File: config.mk
export PLATFORM = sky130hd
export DESIGN_NAME = link_connection_manager_fsm_flat
export DESIGN_NICKNAME = d
export VERILOG_FILES = /design/src/hw/rtl/lcm_pkg.sv /design/src/hw/rtl/lcm_if.sv /design/src/hw/rtl/link_connection_manager_fsm.sv /design/src/flat_wrapper.sv
export SDC_FILE = /design/constraint.sdc
export NUM_CORES = 1
export LEC_CHECK = 0
export BUFFER_PORTS_ARGS = -buffer_cell sky130_fd_sc_hd__buf_2
export CORE_MARGIN = 4
export CORE_UTILIZATION = 33
export DETAILED_ROUTE_END_ITERATION = 10
export GPL_TIMING_DRIVEN = 1
export PLACE_DENSITY = 0.52
export SLEW_MARGIN = 25
export SYNTH_ARGS = -nofsm -noshare
export SYNTH_HDL_FRONTEND = slang
export SYNTH_SLANG_ARGS = --single-unit
File: constraint.sdc
create_clock -name clk -period 7.9 [get_ports clk]
set_clock_uncertainty 0.1 [all_clocks]
set_input_delay 2.37 -clock clk [delete_from_list [all_inputs] [get_ports clk]]
set_output_delay 2.37 -clock clk [all_outputs]
set_load 0.01 [all_outputs]
File: src/hw/rtl/lcm_pkg.sv
// ----------------------------------------------------------------------------
// lcm_pkg
// Types, codes and reset values shared by the link connection manager.
// ----------------------------------------------------------------------------
package lcm_pkg;

    // apb address width: three 32-bit registers at 4-byte spacing
    localparam int PADDR_W = 4;
    localparam int PDATA_W = 32;

    // register indexes (paddr[3:2])
    localparam logic [1:0] REG_BACKOFF_UNIT = 2'd0;
    localparam logic [1:0] REG_BACKOFF_CAP  = 2'd1;
    localparam logic [1:0] REG_DOUBLING_LIM = 2'd2;

    // register reset values
    localparam logic [15:0] BACKOFF_UNIT_RST = 16'd1000;
    localparam logic [7:0]  BACKOFF_CAP_RST  = 8'd60;
    localparam logic [2:0]  DOUBLING_LIM_RST = 3'd6;

    // event codes
    typedef enum logic [3:0] {
        EV_START           = 4'd0,
        EV_CREDS_FOUND     = 4'd1,
        EV_NO_CREDS        = 4'd2,
        EV_PROV_STARTED    = 4'd3,
        EV_PROV_OK         = 4'd4,
        EV_PROV_FAILED     = 4'd5,
        EV_PROV_STOPPED    = 4'd6,
        EV_REPROVISION     = 4'd7,
        EV_LINK_STARTED    = 4'd8,
        EV_CONNECTED       = 4'd9,
        EV_DISCONNECTED    = 4'd10,
        EV_BACKOFF_EXPIRED = 4'd11
    } event_t;

    // connection states
    typedef enum logic [3:0] {
        ST_INIT       = 4'd0,
        ST_NO_CREDS   = 4'd1,
        ST_PROV       = 4'd2,
        ST_STARTING   = 4'd3,
        ST_CONNECTING = 4'd4,
        ST_CONNECTED  = 4'd5,
        ST_BACKOFF    = 4'd6,
        ST_REPROV     = 4'd7,
        ST_ERROR      = 4'd8
    } state_t;

    // application notices
    typedef enum logic [1:0] {
        NOTICE_NONE         = 2'd0,
        NOTICE_CONNECTED    = 2'd1,
        NOTICE_DISCONNECTED = 2'd2
    } notice_t;

    // one result item
    typedef struct packed {
        logic [3:0]  state_out;
        logic        state_changed;
        logic        unexpected_event;
        logic [1:0]  app_notice;
        logic        start_provisioning;
        logic        stop_link_and_reprovision;
        logic        attempt_reconnect;
        logic        start_backoff_timer;
        logic        cancel_backoff_timer;
        logic [23:0] backoff_delay_ms;
    } result_t;

endpackage

File: src/hw/rtl/lcm_if.sv
// ----------------------------------------------------------------------------
// lcm_if
// Valid/ready channels for event items and result items.
// ----------------------------------------------------------------------------
interface lcm_event_if;
    logic       valid;
    logic       ready;
    logic [3:0] event_code;

    modport source (output valid, output event_code, input ready);
    modport sink   (input valid, input event_code, output ready);
endinterface

interface lcm_result_if;
    logic        valid;
    logic        ready;
    logic [3:0]  state_out;
    logic        state_changed;
    logic        unexpected_event;
    logic [1:0]  app_notice;
    logic        start_provisioning;
    logic        stop_link_and_reprovision;
    logic        attempt_reconnect;
    logic        start_backoff_timer;
    logic        cancel_backoff_timer;
    logic [23:0] backoff_delay_ms;

    modport source (
        output valid, output state_out, output state_changed, output unexpected_event,
        output app_notice, output start_provisioning, output stop_link_and_reprovision,
        output attempt_reconnect, output start_backoff_timer, output cancel_backoff_timer,
        output backoff_delay_ms, input ready
    );
    modport sink (
        input valid, input state_out, input state_changed, input unexpected_event,
        input app_notice, input start_provisioning, input stop_link_and_reprovision,
        input attempt_reconnect, input start_backoff_timer, input cancel_backoff_timer,
        input backoff_delay_ms, output ready
    );
endinterface

File: src/hw/rtl/link_connection_manager_fsm.sv
// ----------------------------------------------------------------------------
// link_connection_manager_fsm
// Event-driven link connection manager with exponential backoff delay.
// ----------------------------------------------------------------------------
// path: an accepted event passes the input register, then the result register
// throughput: one event item per cycle while results are taken; the 8x16 backoff multiply and the
//   next-state decode sit between the input register and the result register
// reset: rst_n async active low; state init, retry count 0, registers to
//   unit 1000 ms, cap 60 units, doubling limit 6; both stages empty
// ----------------------------------------------------------------------------
module link_connection_manager_fsm (
    input  logic                        clk,
    input  logic                        rst_n,
    input  logic                        psel,
    input  logic                        penable,
    input  logic                        pwrite,
    input  logic [lcm_pkg::PADDR_W-1:0] paddr,
    input  logic [lcm_pkg::PDATA_W-1:0] pwdata,
    output logic [lcm_pkg::PDATA_W-1:0] prdata,
    output logic                        pready,
    lcm_event_if.sink                   events,
    lcm_result_if.source                results
);
    import lcm_pkg::*;

    // configuration registers
    logic [15:0] unit_reg;
    logic [7:0]  cap_reg;
    logic [2:0]  limit_reg;

    // input stage
    logic        in_valid_reg;
    logic [3:0]  in_code_reg;

    // result stage
    logic        out_valid_reg;
    result_t     out_reg;
    result_t     out_next;

    // connection state
    state_t      state_reg;
    state_t      state_next;
    logic [2:0]  retry_reg;
    logic [2:0]  retry_next;

    logic        cfg_wr;
    logic        advance;

    // decode signals
    event_t      ev;
    logic        bad;
    logic        reprov;
    logic        reconnect;
    logic        tstop;
    logic        backoff;
    logic        clear_after;
    logic        retry_clear;
    logic        retry_below;
    logic [7:0]  pow_units;
    logic [7:0]  units;
    logic [23:0] delay;
    notice_t     notice;

    // apb port
    assign pready = 1'b1;
    assign cfg_wr = psel && penable && pwrite;

    always_ff @(posedge clk or negedge rst_n)
    begin
        if (!rst_n)
        begin
            unit_reg  <= BACKOFF_UNIT_RST;
            cap_reg   <= BACKOFF_CAP_RST;
            limit_reg <= DOUBLING_LIM_RST;
        end
        else if (cfg_wr)
        begin
            unique case (paddr[3:2])
                REG_BACKOFF_UNIT: unit_reg  <= pwdata[15:0];
                REG_BACKOFF_CAP:  cap_reg   <= pwdata[7:0];
                REG_DOUBLING_LIM: limit_reg <= pwdata[2:0];
                default: ;
            endcase
        end
    end

    // register read mux
    always_comb
    begin
        prdata = '0;
        unique case (paddr[3:2])
            REG_BACKOFF_UNIT: prdata = {16'd0, unit_reg};
            REG_BACKOFF_CAP:  prdata = {24'd0, cap_reg};
            REG_DOUBLING_LIM: prdata = {29'd0, limit_reg};
            default:          prdata = '0;
        endcase
    end

    // handshake: result stage loads when empty or drained
    assign advance      = !out_valid_reg || results.ready;
    assign events.ready = !in_valid_reg || advance;

    always_ff @(posedge clk or negedge rst_n)
    begin
        if (!rst_n)
        begin
            in_valid_reg <= 1'b0;
        end
        else if (events.ready)
        begin
            in_valid_reg <= events.valid;
        end
    end

    always_ff @(posedge clk)
    begin
        if (events.ready && events.valid)
        begin
            in_code_reg <= events.event_code;
        end
    end

    // next state and action decode
    always_comb
    begin
        ev          = event_t'(in_code_reg);
        state_next  = state_reg;
        bad         = 1'b0;
        reprov      = 1'b0;
        reconnect   = 1'b0;
        tstop       = 1'b0;
        backoff     = 1'b0;
        clear_after = 1'b0;
        retry_clear = 1'b0;

        if (in_code_reg > EV_BACKOFF_EXPIRED)
        begin
            bad = 1'b1;
        end
        else
        begin
            unique case (state_reg)
                ST_INIT:
                begin
                    case (ev) inside
                        EV_CREDS_FOUND: state_next = ST_STARTING;
                        EV_NO_CREDS:    state_next = ST_NO_CREDS;
                        EV_START:       ;
                        default:        bad = 1'b1;
                    endcase
                end
                ST_NO_CREDS:
                begin
                    if (ev == EV_PROV_STARTED)
                        state_next = ST_PROV;
                    else
                        bad = 1'b1;
                end
                ST_PROV:
                begin
                    case (ev) inside
                        EV_PROV_OK:                      state_next = ST_STARTING;
                        EV_PROV_FAILED, EV_PROV_STOPPED: state_next = ST_NO_CREDS;
                        EV_REPROVISION:                  ;
                        default:                         bad = 1'b1;
                    endcase
                end
                ST_STARTING:
                begin
                    case (ev) inside
                        EV_LINK_STARTED: state_next = ST_CONNECTING;
                        EV_REPROVISION:
                        begin
                            state_next = ST_REPROV;
                            reprov     = 1'b1;
                        end
                        default:         bad = 1'b1;
                    endcase
                end
                ST_CONNECTING:
                begin
                    case (ev) inside
                        EV_CONNECTED:
                        begin
                            state_next  = ST_CONNECTED;
                            retry_clear = 1'b1;
                        end
                        EV_DISCONNECTED: backoff = 1'b1;
                        EV_REPROVISION:
                        begin
                            state_next = ST_REPROV;
                            reprov     = 1'b1;
                        end
                        default:         bad = 1'b1;
                    endcase
                end
                ST_CONNECTED:
                begin
                    case (ev) inside
                        EV_DISCONNECTED:
                        begin
                            backoff     = 1'b1;
                            clear_after = 1'b1;
                        end
                        EV_REPROVISION:
                        begin
                            state_next = ST_REPROV;
                            reprov     = 1'b1;
                        end
                        EV_PROV_STARTED, EV_PROV_OK, EV_PROV_STOPPED, EV_CONNECTED: ;
                        default: bad = 1'b1;
                    endcase
                end
                ST_BACKOFF:
                begin
                    case (ev) inside
                        EV_BACKOFF_EXPIRED: reconnect = 1'b1;
                        EV_DISCONNECTED:    backoff   = 1'b1;
                        EV_CONNECTED:
                        begin
                            state_next  = ST_CONNECTED;
                            retry_clear = 1'b1;
                        end
                        EV_REPROVISION:
                        begin
                            tstop      = 1'b1;
                            state_next = ST_REPROV;
                            reprov     = 1'b1;
                        end
                        default:            bad = 1'b1;
                    endcase
                end
                ST_REPROV:
                begin
                    case (ev) inside
                        EV_PROV_OK:                      state_next = ST_STARTING;
                        EV_PROV_FAILED, EV_PROV_STOPPED: state_next = ST_NO_CREDS;
                        EV_CONNECTED:                    state_next = ST_CONNECTED;
                        EV_PROV_STARTED, EV_LINK_STARTED,
                        EV_DISCONNECTED, EV_REPROVISION: ;
                        default:                         bad = 1'b1;
                    endcase
                end
                ST_ERROR:
                begin
                    bad = 1'b1;
                end
                default:
                begin
                    // unreachable state codes: only a reprovision moves on
                    if (ev == EV_REPROVISION)
                    begin
                        state_next = ST_REPROV;
                        reprov     = 1'b1;
                    end
                end
            endcase
        end

        if (backoff)
        begin
            state_next = ST_BACKOFF;
        end
    end

    // backoff delay from the count before it is raised
    assign retry_below = retry_reg < limit_reg;
    assign pow_units   = 8'd1 << retry_reg;
    assign units       = !retry_below ? cap_reg :
                         (pow_units > cap_reg) ? cap_reg : pow_units;
    assign delay       = 24'(units) * 24'(unit_reg);

    // retry count update
    always_comb
    begin
        retry_next = retry_reg;
        if (retry_clear)
        begin
            retry_next = '0;
        end
        if (backoff)
        begin
            if (retry_below)
                retry_next = retry_reg + 3'd1;
            if (clear_after)
                retry_next = '0;
        end
    end

    // notice follows the event code in every state
    always_comb
    begin
        case (in_code_reg)
            EV_CONNECTED:    notice = NOTICE_CONNECTED;
            EV_DISCONNECTED: notice = NOTICE_DISCONNECTED;
            default:         notice = NOTICE_NONE;
        endcase
    end

    // result item assembly
    always_comb
    begin
        out_next.state_out                 = state_next;
        out_next.state_changed             = state_next != state_reg;
        out_next.unexpected_event          = bad;
        out_next.app_notice                = notice;
        out_next.start_provisioning        = (state_next == ST_NO_CREDS) &&
                                             (state_reg != ST_NO_CREDS);
        out_next.stop_link_and_reprovision = reprov;
        out_next.attempt_reconnect         = reconnect;
        out_next.start_backoff_timer       = backoff;
        out_next.cancel_backoff_timer      = tstop;
        out_next.backoff_delay_ms          = backoff ? delay : 24'd0;
    end

    // state and result registers
    always_ff @(posedge clk or negedge rst_n)
    begin
        if (!rst_n)
        begin
            state_reg     <= ST_INIT;
            retry_reg     <= '0;
            out_valid_reg <= 1'b0;
        end
        else if (advance)
        begin
            out_valid_reg <= in_valid_reg;
            if (in_valid_reg)
            begin
                state_reg <= state_next;
                retry_reg <= retry_next;
            end
        end
    end

    always_ff @(posedge clk)
    begin
        if (advance && in_valid_reg)
        begin
            out_reg <= out_next;
        end
    end

    // result channel
    assign results.valid                     = out_valid_reg;
    assign results.state_out                 = out_reg.state_out;
    assign results.state_changed             = out_reg.state_changed;
    assign results.unexpected_event          = out_reg.unexpected_event;
    assign results.app_notice                = out_reg.app_notice;
    assign results.start_provisioning        = out_reg.start_provisioning;
    assign results.stop_link_and_reprovision = out_reg.stop_link_and_reprovision;
    assign results.attempt_reconnect         = out_reg.attempt_reconnect;
    assign results.start_backoff_timer       = out_reg.start_backoff_timer;
    assign results.cancel_backoff_timer      = out_reg.cancel_backoff_timer;
    assign results.backoff_delay_ms          = out_reg.backoff_delay_ms;

    // held state tracks the newest result
    a_state_matches_result: assert property (@(posedge clk) disable iff (!rst_n)
        out_valid_reg |-> (out_reg.state_out == state_reg))
        else $error("state register differs from newest result");

    // a flagged event never moves the state
    a_unexpected_no_move: assert property (@(posedge clk) disable iff (!rst_n)
        (out_valid_reg && out_reg.unexpected_event) |-> !out_reg.state_changed)
        else $error("unexpected event changed state");

    // delay only travels with a timer start
    a_delay_with_start: assert property (@(posedge clk) disable iff (!rst_n)
        (out_valid_reg && !out_reg.start_backoff_timer) |-> (out_reg.backoff_delay_ms == 24'd0))
        else $error("backoff delay without timer start");

    // a timer start always lands in backoff
    a_start_in_backoff: assert property (@(posedge clk) disable iff (!rst_n)
        (out_valid_reg && out_reg.start_backoff_timer) |-> (out_reg.state_out == ST_BACKOFF))
        else $error("timer start outside backoff state");

endmodule

File: src/flat_wrapper.sv
// flat-port wrapper written by rule: the top's interface ports become plain ports
module link_connection_manager_fsm_flat import lcm_pkg::*;
  (clk, rst_n, psel, penable, pwrite, paddr, pwdata, prdata, pready, events_valid, events_event_code, events_ready, results_valid, results_state_out, results_state_changed, results_unexpected_event, results_app_notice, results_start_provisioning, results_stop_link_and_reprovision, results_attempt_reconnect, results_start_backoff_timer, results_cancel_backoff_timer, results_backoff_delay_ms, results_ready);
  lcm_event_if events_i ();
  lcm_result_if results_i ();
  input  logic clk;
  input  logic rst_n;
  input  logic psel;
  input  logic penable;
  input  logic pwrite;
  input  logic [lcm_pkg::PADDR_W-1:0] paddr;
  input  logic [lcm_pkg::PDATA_W-1:0] pwdata;
  output logic [lcm_pkg::PDATA_W-1:0] prdata;
  output logic pready;
  input wire logic [$bits(events_i.valid)-1:0] events_valid;
  input wire logic [$bits(events_i.event_code)-1:0] events_event_code;
  output wire logic [$bits(events_i.ready)-1:0] events_ready;
  output wire logic [$bits(results_i.valid)-1:0] results_valid;
  output wire logic [$bits(results_i.state_out)-1:0] results_state_out;
  output wire logic [$bits(results_i.state_changed)-1:0] results_state_changed;
  output wire logic [$bits(results_i.unexpected_event)-1:0] results_unexpected_event;
  output wire logic [$bits(results_i.app_notice)-1:0] results_app_notice;
  output wire logic [$bits(results_i.start_provisioning)-1:0] results_start_provisioning;
  output wire logic [$bits(results_i.stop_link_and_reprovision)-1:0] results_stop_link_and_reprovision;
  output wire logic [$bits(results_i.attempt_reconnect)-1:0] results_attempt_reconnect;
  output wire logic [$bits(results_i.start_backoff_timer)-1:0] results_start_backoff_timer;
  output wire logic [$bits(results_i.cancel_backoff_timer)-1:0] results_cancel_backoff_timer;
  output wire logic [$bits(results_i.backoff_delay_ms)-1:0] results_backoff_delay_ms;
  input wire logic [$bits(results_i.ready)-1:0] results_ready;
  assign events_i.valid = events_valid;
  assign events_i.event_code = events_event_code;
  assign events_ready = events_i.ready;
  assign results_valid = results_i.valid;
  assign results_state_out = results_i.state_out;
  assign results_state_changed = results_i.state_changed;
  assign results_unexpected_event = results_i.unexpected_event;
  assign results_app_notice = results_i.app_notice;
  assign results_start_provisioning = results_i.start_provisioning;
  assign results_stop_link_and_reprovision = results_i.stop_link_and_reprovision;
  assign results_attempt_reconnect = results_i.attempt_reconnect;
  assign results_start_backoff_timer = results_i.start_backoff_timer;
  assign results_cancel_backoff_timer = results_i.cancel_backoff_timer;
  assign results_backoff_delay_ms = results_i.backoff_delay_ms;
  assign results_i.ready = results_ready;
  link_connection_manager_fsm u_core (.clk(clk), .rst_n(rst_n), .psel(psel), .penable(penable), .pwrite(pwrite), .paddr(paddr), .pwdata(pwdata), .prdata(prdata), .pready(pready), .events(events_i), .results(results_i));
endmodule
==> results of run 1 <==
==> power by group <==
part	internal, mW	switching (mW)	leakage (nW)
logic	0.583	0.820	3.49
registers	0.508	0.124	0.820
clock network	0.219	0.190	0.143
total	1.31	1.13	4.45
==> final timing paths <==
path | cells after the start | end | from | slack, ns
setup / recovery | 23 | u_core.results.backoff_delay_ms[23] | u_core.retry_reg[0] | 0.55
hold / removal | 1 | u_core.results.valid | u_core.in_valid_reg | 0.41
setup reg to reg | 23 | u_core.results.backoff_delay_ms[23] | u_core.retry_reg[0] | 0.55
hold reg to reg | 1 | u_core.results.valid | u_core.in_valid_reg | 0.41
max in group asynchronous | 1 | u_core.cap_reg[6] | rst_n | 5.12
min in group asynchronous | 1 | u_core.state_reg[3] | rst_n | 2.02
==> cell type report <==
type	count	area, sq um
fillers	2601	15820
clock buffers	9	225.2
inverters	130	488.0
well taps	330	412.9
repair buffers	99	535.5
multi-input cells	657	5644
flip-flops and latches	77	2147
diodes	1	2.502
clock inverters	7	56.30
==> logic make-up after synthesis <==
| group | synth area share |
|---|---|
| AO/OA/AOI/OAI | 0.1031 |
| flip-flops | 0.2516 |
| adder cells (fa/ha/maj) | 0.2851 |
| AND/OR/NAND/NOR | 0.2113 |
| multiplexers | 0.04678 |
| XOR/XNOR | 0.007186 |
| buffers and inverters | 0.09400 |
| other | 0.0008802 |
==> Yosys cell counts (6+ instances only) <==
| cell | count | share of area |
|---|---|---|
| a21o_1 | 6 | 0.0053 |
| a21oi_1 | 30 | 0.018 |
| a31oi_1 | 8 | 0.0059 |
| and2_1 | 17 | 0.012 |
| and2b_1 | 7 | 0.0062 |
| buf_4 | 18 | 0.016 |
| buf_6 | 7 | 0.0092 |
| clkbuf_1 | 20 | 0.0088 |
| dfrtp_1 | 24 | 0.070 |
| dfstp_2 | 12 | 0.037 |
| edfxtp_1 | 41 | 0.14 |
| fa_1 | 84 | 0.20 |
| ha_1 | 60 | 0.088 |
| inv_1 | 130 | 0.057 |
| mux2_2 | 19 | 0.025 |
| mux2i_1 | 17 | 0.020 |
| nand2_1 | 43 | 0.019 |
| nand2b_1 | 27 | 0.020 |
| nand3_1 | 24 | 0.014 |
| nand4_1 | 6 | 0.0044 |
| nor2_1 | 38 | 0.017 |
| nor2b_1 | 112 | 0.082 |
| nor3_1 | 15 | 0.0088 |
| nor3b_1 | 8 | 0.0070 |
| nor4_1 | 6 | 0.0044 |
| o211ai_1 | 8 | 0.0070 |
| o21a_1 | 8 | 0.0070 |
| o21ai_0 | 28 | 0.016 |
==> critical path, stage by stage (launching register included) <==
cell       delay [ns]
dfrtp_1          0.45
ha_1             0.25
ha_1             0.22
ha_1             0.30
and4b_1          0.21
a2111oi_0        0.45
o31ai_1          0.19
a21oi_4          0.37
mux2i_1          0.28
buf_4            0.23
and2b_1          0.21
fa_1             0.48
fa_1             0.52
fa_1             0.56
inv_1            0.06
fa_1             0.52
inv_1            0.04
ha_1             0.34
a21oi_1          0.21
o211ai_1         0.16
a21oi_1          0.34
nand3_1          0.12
a221oi_1         0.35
mux2i_1          0.12
==> per-stage QoR <==
step | utilization | power, mW | cells | hold slack, ns
after floorplan | - | 1.700 | 915 | 0.3572
after global placement | 0.3643 | 2.059 | 1293 | 0.3811
after detailed placement | 0.3643 | 2.052 | 1293 | 0.3975
after CTS | 0.3755 | 2.483 | 1309 | 0.4240
after global routing | 0.3755 | 2.720 | 1309 | 0.4363
final | 0.3756 | 2.443 | 1310 | 0.4133
==> metal layers <==
| layer | vias to the layer above | share of wire | GRT usage |
|---|---|---|---|
| li1 | 3099 | - | - |
| met1 | 3004 | 0.46 | 0.2027 |
| met2 | 142 | 0.48 | 0.2533 |
| met3 | 15 | 0.052 | 0.03316 |
| met4 | 4 | 0.010 | 0.02964 |
| met5 | - | 0.0010 | 0 |
==> impl_metrics.json, run 1 <==
{
  "status": "finished, final reports clean",
  "final_cell_area_sq_um": 9512,
  "fp.coreArea_sq_um": 25330,
  "path_clk_slew_ns": 0.07,
  "ys_types": 66,
  "synthCells": 900,
  "rows": 58,
  "die_w_microns": 168.8,
  "drive_above_1_share": 0.1583,
  "syn_avg_cell_area_sq_um": 9.480,
  "setup_viol": 0,
  "min_period_ns": 7.347,
  "port_buffers": 83,
  "fp.dieH_microns": 168.8,
  "htreeDepth": 3,
  "insertion_delay_ns": 0.35,
  "hold_viol_final": 0,
  "clockBufferDepth": 2,
  "grt_pass1_vias": 6500,
  "pwr_density_cell_nw_per_um2": 256.9,
  "fin_setup_tns_ns": 0,
  "crit_path_max_fanout": 12,
  "grt_max_degree": 40,
  "required_ns": 7.89,
  "startpoint_type": "register",
  "syn_area_sq_um": 8532,
  "post_cts_buffers": 0,
  "path_class": "register to register",
  "ys_warn_count": 0,
  "grt_overflow_total": 0,
  "vias": 6264,
  "ant_nets": 0,
  "cts_tree": "built",
  "finalNetCount": 1165,
  "grt_pass1_wl_mm": 34.57,
  "drc": 0,
  "area_growth_pct": 11.48,
  "wl_mm": 20.70,
  "die_area_sq_um": 28490,
  "maxCapViolations": 0,
  "seq_area_frac_synth": 0.2516,
  "slew_headroom": 0.3615,
  "largest_reg_flops": 24,
  "rsz0062_at_grt": "false",
  "dpl_cell_area_sq_um": 9228,
  "cts-root-buf": "clkbuf_16",
  "postCtsHoldBufs": 0,
  "layout_common_cells": "inv_1, nor2b_1, fa_1",
  "ys_dominant_reg_cell": "edfxtp_1",
  "critPathCaptureType": "register",
  "cts_resized": 0,
  "final.period_utilization": 0.9300,
  "max_freq_ghz": 0.1361,
  "cts_sinks": 77,
  "numCtsBuffers": 9,
  "drtIter0Drc": 308,
  "drv_slew": 0,
  "post-place-ws_ns": 0.5652,
  "drtPass1Iterations": 5,
  "min_path_type": "register to register",
  "synth_edf_count": 41,
  "dpl.hpwl_mm": 15.67,
  "worstMarginPinSlew_ns": 0.9578,
  "final_common_cell": "inv_1",
  "wire_per_inst_microns": 15.80,
  "vias_per_cell": 4.782,
  "irDropWorstVdd_uv": 159.9,
  "antenna_found_initial": 2,
  "synthArstFlopShare": 0.4675,
  "leakagePower_nw": 4.450,
  "crit_arrival_ns": 7.34,
  "track_usage": 0.1511,
  "setup_slack_ns": 0.5530,
  "ys_seq_elements": 77,
  "ios": 119,
  "gp_congestion": 0.8540,
  "start_util": 0.3369
}
No activity file was read; power rests on OpenSTA's default activity.
==> inputs of run 2 (changes only) <==
CTS_BUF_LIST = sky130_fd_sc_hd__clkbuf_8   (was not set)
==> run 2 against run 1 <==
Against the previous run: combinational power barely moved; die area did not move; flip-flop and latch count did not move; non-clock buffer count did not move; final area fell by 1.1%; highest routed layer unchanged; sequential share of layout area rose by 0.25 points; largest cell class unchanged; clock power fell by 28%; count of clock-buffer cells in the layout did not move.
==> impl_metrics.json, run 2 (synthesis results as in run 1) <==
{
  "vias": 6275,
  "worstMarginPinSlew_ns": 0.9632,
  "gr-usage-met3": 0.03316,
  "insertion_delay_ns": 0.38,
  "r2r_cells": 23,
  "crit_slowest_cell": "fa_1",
  "grt_max_degree": 40,
  "dpl_cell_area_sq_um": 9228,
  "dpl.hpwl_mm": 15.67,
  "drtPass1Iterations": 5,
  "cts-root-buf": "clkbuf_8",
  "power.share.clock": 0.127,
  "largest_reg_flops": 24,
  "cts_sinks": 77,
  "numCtsBuffers": 9,
  "final.period_utilization": 0.9311,
  "grt.met1_usage": 0.2027,
  "vias_per_cell": 4.794,
  "pwr_density_cell_nw_per_um2": 247.9,
  "drv_slew": 0,
  "grt-busiest-layer": "met2",
  "slowest_delay_ns": 0.56,
  "min_to": "u_core.results.valid",
  "swShare": 0.4814,
  "cts_resized": 0,
  "n_fill_cell": 2605,
  "power_frac_seq": 0.271,
  "final_cell_area_sq_um": 9408,
  "drtIter0Drc": 307,
  "min_period_ns": 7.356,
  "holdWs_ns": 0.4195,
  "post_cts_buffers": 0,
  "leakagePower_nw": 4.404,
  "crit_arrival_ns": 7.38,
  "start_util": 0.3369,
  "fin_total_pwr_mw": 2.332,
  "status": "finished, final reports clean",
  "grt_pass1_vias": 6498,
  "slew_headroom": 0.3579,
  "switchingPower_mw": 1.123,
  "port_buffers": 83,
  "setup_viol": 0,
  "layout_common_cells": "inv_1, nor2b_1, fa_1",
  "post-place-ws_ns": 0.5652,
  "register_area_sq_um": 2147,
  "max_freq_ghz": 0.1359,
  "drive_above_1_share": 0.1583,
  "hold_start": "u_core.in_valid_reg",
  "area_growth_pct": 10.27,
  "maxCapViolations": 0,
  "required_ns": 7.93,
  "rsz0062_at_grt": "false",
  "htreeDepth": 3,
  "worstReg2RegEnd": "u_core.results.backoff_delay_ms[23]",
  "hold_path_depth": 1,
  "die_w_microns": 168.8,
  "irDropWorstVdd_uv": 117.8,
  "grt_overflow_total": 0,
  "final_common_cell": "inv_1",
  "ant_nets": 0,
  "met2_usage": 0.2532,
  "fp.coreArea_sq_um": 25330,
  "crit_chain": "ha_1, ha_1, ha_1, and4b_1, a2111oi_0, o31ai_1, a21oi_4, mux2i_1, buf_4, and2b_1, fa_1, fa_1, fa_1, inv_1, fa_1, inv_1, ha_1, a21oi_1, o211ai_1, a21oi_1, nand3_1, a221oi_1, mux2i_1",
  "antenna_found_initial": 2,
  "combPwrFrac": 0.602,
  "stdcell_count": 1309,
  "crit_path_max_fanout": 16,
  "ios": 119,
  "grt_pass1_wl_mm": 34.53,
  "startpoint_type": "register",
  "r2r_start": "u_core.retry_reg[0]",
  "path_class": "register to register",
  "fin_setup_tns_ns": 0,
  "path_clk_slew_ns": 0.10,
  "wl_mm": 20.72,
  "n_antenna_cell": 0,
  "r2r_slack_ns": 0.54,
  "postCtsHoldBufs": 0,
  "rows": 58,
  "clockBufferDepth": 2,
  "die_area_sq_um": 28490,
  "place_inst": 1293,
  "hold_viol_final": 0,
  "cts_tree": "built",
  "crit_path_start": "u_core.retry_reg[0]",
  "multi_input_area_sq_um": 5644,
  "drc": 0,
  "power.internal_mw": 1.209,
  "gp_congestion": 0.8540,
  "wire_per_inst_microns": 15.83,
  "min_path_type": "register to register",
  "setup_slack_ns": 0.5441,
  "critPathCaptureType": "register",
  "fp.dieH_microns": 168.8,
  "track_usage": 0.1510,
  "utilization": 0.3715,
  "finalNetCount": 1165
}
==> run 2: cell count changes in the layout (fill, tap and decap cells not counted), sizes merged <==
cell	delta
diode	-1
==> run 2: layout make-up <==
class | instances | share of cell area
multi-input combinational | 657 | 0.5999
sequential | 77 | 0.2282
timing repair buffer | 99 | 0.05692
inverter | 130 | 0.05187
tap | 330 | 0.04389
clock buffer | 9 | 0.01317
clock inverter | 7 | 0.005985
==> run 2: worst max-delay path: cells and delay by family, from the launching register on <==
family | cells | cell delay [ns]
fa+ha+maj | 8 | 3.21
simple gates | 3 | 0.56
buf+inv | 3 | 0.34
compound gates | 7 | 2.07
mux | 2 | 0.35
flops | 1 | 0.46
==> run 2: how the worst max path moves through the flow <==
| stage | slack (ns) | endpoint | cells past startpoint |
|---|---|---|---|
| after floorplan | 0.92 | u_core.results.backoff_delay_ms[23] | 24 |
| after global placement | 0.54 | u_core.results.backoff_delay_ms[23] | 23 |
| after detailed placement | 0.57 | u_core.results.backoff_delay_ms[23] | 23 |
| after CTS | 0.52 | u_core.results.backoff_delay_ms[23] | 23 |
| after global routing | 0.006 | u_core.results.backoff_delay_ms[23] | 24 |
| final | 0.54 | u_core.results.backoff_delay_ms[23] | 23 |
==> run 2: power by group through the flow <==
stage / registers (mW) / clock network [mW] / logic (mW)
6_report: 0.633 / 0.295 / 1.40
5_1_grt: 0.648 / 0.326 / 1.63
4_1_cts: 0.631 / 0.311 / 1.43
3_5_place_dp: 0.639 / 0 / 1.41
3_3_place_gp: 0.641 / 0 / 1.42
2_1_floorplan: 0.571 / 0 / 1.13
==> run 2: layer usage <==
metal,up-vias,share of wire
met5,-,0.0010
met4,4,0.011
met3,18,0.052
met2,142,0.48
met1,3018,0.46
li1,3093,-
